File: src/rtl/csf_pkg.sv
package csf_pkg;

  // channel code width
  localparam int PIX_W = 8;
  // one RGB pixel as stored in the line memories
  localparam int RGB_W = 3 * PIX_W;

  // configuration register widths and write port
  localparam int FW_W  = 11;
  localparam int FH_W  = 13;
  localparam int CFG_W = 13;
  localparam int IDX_W = 1;

  // register indexes
  localparam logic [IDX_W-1:0] REG_FRAME_WIDTH  = 1'b0;
  localparam logic [IDX_W-1:0] REG_FRAME_HEIGHT = 1'b1;

  // register reset values
  localparam logic [FW_W-1:0] FRAME_WIDTH_RST  = 11'd1024;
  localparam logic [FH_W-1:0] FRAME_HEIGHT_RST = 13'd1024;

  // tallest frame and row counter width
  localparam logic [FH_W-1:0] HEIGHT_MAX = 13'd4096;
  localparam int ROW_W = 12;

  // longest line held in the line memories
  localparam int MAX_LINE_DEFAULT = 1024;

  // input item kinds
  localparam logic KIND_PIXEL = 1'b0;
  localparam logic KIND_DRAIN = 1'b1;

endpackage

File: src/rtl/csf_lane.sv
module csf_lane (
  input  logic [csf_pkg::PIX_W-1:0] center,
  input  logic [csf_pkg::PIX_W-1:0] up,
  input  logic [csf_pkg::PIX_W-1:0] down,
  input  logic [csf_pkg::PIX_W-1:0] left,
  input  logic [csf_pkg::PIX_W-1:0] right,
  output logic [csf_pkg::PIX_W-1:0] result
);

  localparam int SW = csf_pkg::PIX_W + 4;

  logic [SW-1:0]        five_c;
  logic [SW-1:0]        nsum;
  logic signed [SW-1:0] diff;

  // 5*center - neighbors, clamped to one channel code
  always_comb begin
    five_c = {2'b00, center, 2'b00} + {4'b0000, center};
    nsum   = SW'(up) + SW'(down) + SW'(left) + SW'(right);
    diff   = signed'(five_c - nsum);
    if (diff < 0) begin
      result = '0;
    end else if (diff > signed'(SW'({csf_pkg::PIX_W{1'b1}}))) begin
      result = '1;
    end else begin
      result = diff[csf_pkg::PIX_W-1:0];
    end
  end

endmodule
File: config.mk
export PLATFORM = sky130hd
export DESIGN_NAME = csf_lane
export DESIGN_NICKNAME = d
export VERILOG_FILES = /design/src/rtl/csf_pkg.sv /design/src/rtl/csf_lane.sv
export SDC_FILE = /design/constraint.sdc
export NUM_CORES = 1
export LEC_CHECK = 0
export BUFFER_PORTS_ARGS = -buffer_cell sky130_fd_sc_hd__buf_2
export CAP_MARGIN = 20
export CORE_UTILIZATION = 45
export DETAILED_ROUTE_END_ITERATION = 16
export PLACE_DENSITY = 0.79
export SLEW_MARGIN = 0
export SYNTH_ARGS = -nofsm -noshare
export SYNTH_HDL_FRONTEND = slang
export SYNTH_SLANG_ARGS = --single-unit
export TNS_END_PERCENT = 50
File: constraint.sdc
create_clock -name vclk -period 11.9
set_clock_uncertainty 0.05 [all_clocks]
set_input_delay 1.19 -clock vclk [all_inputs]
set_output_delay 1.19 -clock vclk [all_outputs]
set_load 0.01 [all_outputs]
==> impl_metrics.ini <==
[outcome]
status = completed

[final_layout]
multi_input_area_sq_um = 1140
nets = 310
n_antenna_cell = 0
fill_cells = 284
final_common_cell = inv_1
drive_gt1_frac = 0.233
regArea_sq_um = 0
area_delta_synth_final_pct = 20.6
finalNonFillerCells = 267
final_cell_mix = inv_1 (78), buf_2 (48), fa_1 (30), a21oi_1 (16), ha_1 (15)
num-clock-buffers = 0
seq_cell_count = 0

[pwr]
leakagePower_nw = 1.06
p_per_area_nw_per_um2 = 179
irDropWorstVdd_uv = 97.6

[floorplanning]
start_util = 0.473
dieArea_sq_um = 3410
io_pins = 48
core-area_sq_um = 3030
die_h_microns = 58.4
rows = 20
fp.dieW_microns = 58.4

[global_route]
antenna_found_initial = 0
grt_pass1_wl_microns = 4440
grt_max_degree = 9
grtUsageTotal = 0.161
grt_pass1_vias = 1205
overflow = 0

[cts]
post-cts-setup-buffers = 0
ctsHoldBuffers = 0
cts_resized = 0

[critical_path]
path_cells = buf_2, inv_1, fa_1, fa_1, inv_1, fa_1, inv_1, fa_1, a211oi_2, o21ai_2, a221oi_2, xnor2_1, nor3_4, a21oi_1, buf_2
path_class = input port to output port
cp.required_ns = 10.66
critPathMaxStageDelay_ns = 0.55
crit_arrival_ns = 4.82
path_delay_family = adder cells
start_kind = input port
critical-path-slowest-cell = fa_1
crit_buf_inv = 5
path_common_cell = fa_1
critical_path_peak_fanout = 8
endpoint_kind = output port

[placed_design]
port_buffers = 48
dp_cells = 267
dpl.hpwl_microns = 2350
gp_congestion = 0.827
dp_worst_setup_slack_ns = 5.83

[synth]
synthSimpleGateAreaFrac = 0.0376
synthAdderAreaFrac = 0.550
synth_xor_xnor_area_share = 0.0672
synth_nets = 260
synthCells = 175
synth_compound_area_frac = 0.134
synth_top_family_by_area = adder cells
synth.avg_cell_area_sq_um = 8.19
seq_area_frac_synth = 0
yosysWarnings = 0
synth_area_sq_um = 1430
synth_cell_types = 21
synth_mux_area_frac = 0.00699

[drt]
wl_per_cell_microns = 8.95
vias = 1189
viasPerCell = 4.45
drc = 0
detail_route.wirelength_microns = 2390
postRouteAntennaNets = 0
firstDrtPassIters = 4
drtIter0Drc = 8

[timing]
fin_crit_sh = 0.509
max_freq_ghz = 0.165
finalSetupTns_ns = 0
setup_slack_ns = 5.84
finalHoldViolations = 0
grt_setup_unrepaired = false
relSlewSlack = 0.637
tightestPinTransition_ns = 0.545
fin_crit_ns = 6.06
slew_violations = 0
setup_violations = 0

[min_path]
hold_path_class = input port to output port

[job]
cap_violations = 0
[final timing paths]
check | cells after the start | startpoint | slack [ns] | endpoint
hold / removal | 5 | center[0] | 2.91 | result[0]
setup / recovery | 15 | down[1] | 5.84 | result[2]
[cell type report]
class                           count  share of cell area
Timing Repair Buffer               48               0.139
Inverter                           78               0.169
Tap cell                           44              0.0319
Multi-Input combinational cell     97               0.660
[through the flow]
stage          area [sq um]  power, mW   util  hold slack, ns
2_1_floorplan          1430      0.245      -            2.66
3_3_place_gp           1730      0.305  0.571            2.90
3_5_place_dp           1730      0.312  0.571            2.92
4_1_cts                1730      0.313  0.571            2.92
5_1_grt                1730      0.356  0.571            2.97
6_report               1730      0.310  0.571            2.91
[cells by family (layout without fill, tap and decap cells)]
kind of cell,after synthesis,count (layout)
fa+ha+maj,45,45
xor+xnor,11,11
simple gates,10,10
mux,1,1
compound gates,30,30
buf+inv,78,126
[cells in the mapped netlist, drive strengths merged]
master,number,area (sq um)
a211oi,1,12.5
a21o,3,22.5
a21oi,16,80.1
a221oi,1,15.0
a31oi,1,6.26
fa,30,601
ha,15,188
inv,78,293
mux2i,1,10.0
nand2,4,15.0
nand3,3,15.0
nor2,2,7.51
nor3,1,16.3
o211ai,2,15.0
o21a,1,7.51
o21ai,3,18.8
o21bai,1,7.51
o22ai,1,6.26
xnor2,9,78.8
xor2,2,17.5
[metal layers]
metal  up-vias  track usage  part of all wire
met5         -            0                 0
met4         0      0.00680            0.0050
met3         2      0.00659             0.039
met2        25        0.351              0.57
met1       558        0.175              0.38
li1        604            -                 -
[where the power goes]
group	total, mW	internal [mW]	leakage (nW)	switching [mW]
sequential	0	0	0	0
combinational	0.310	0.135	1.06	0.175
clock	0	0	0	0
total	0.310	0.135	1.06	0.175
[worst min-delay path: cells and delay by family]
family          cells  cell delay, ns
fa+ha+maj           1            0.15
buf+inv             3            0.34
compound gates      1            0.10
Power figures use the tool's default switching activity.
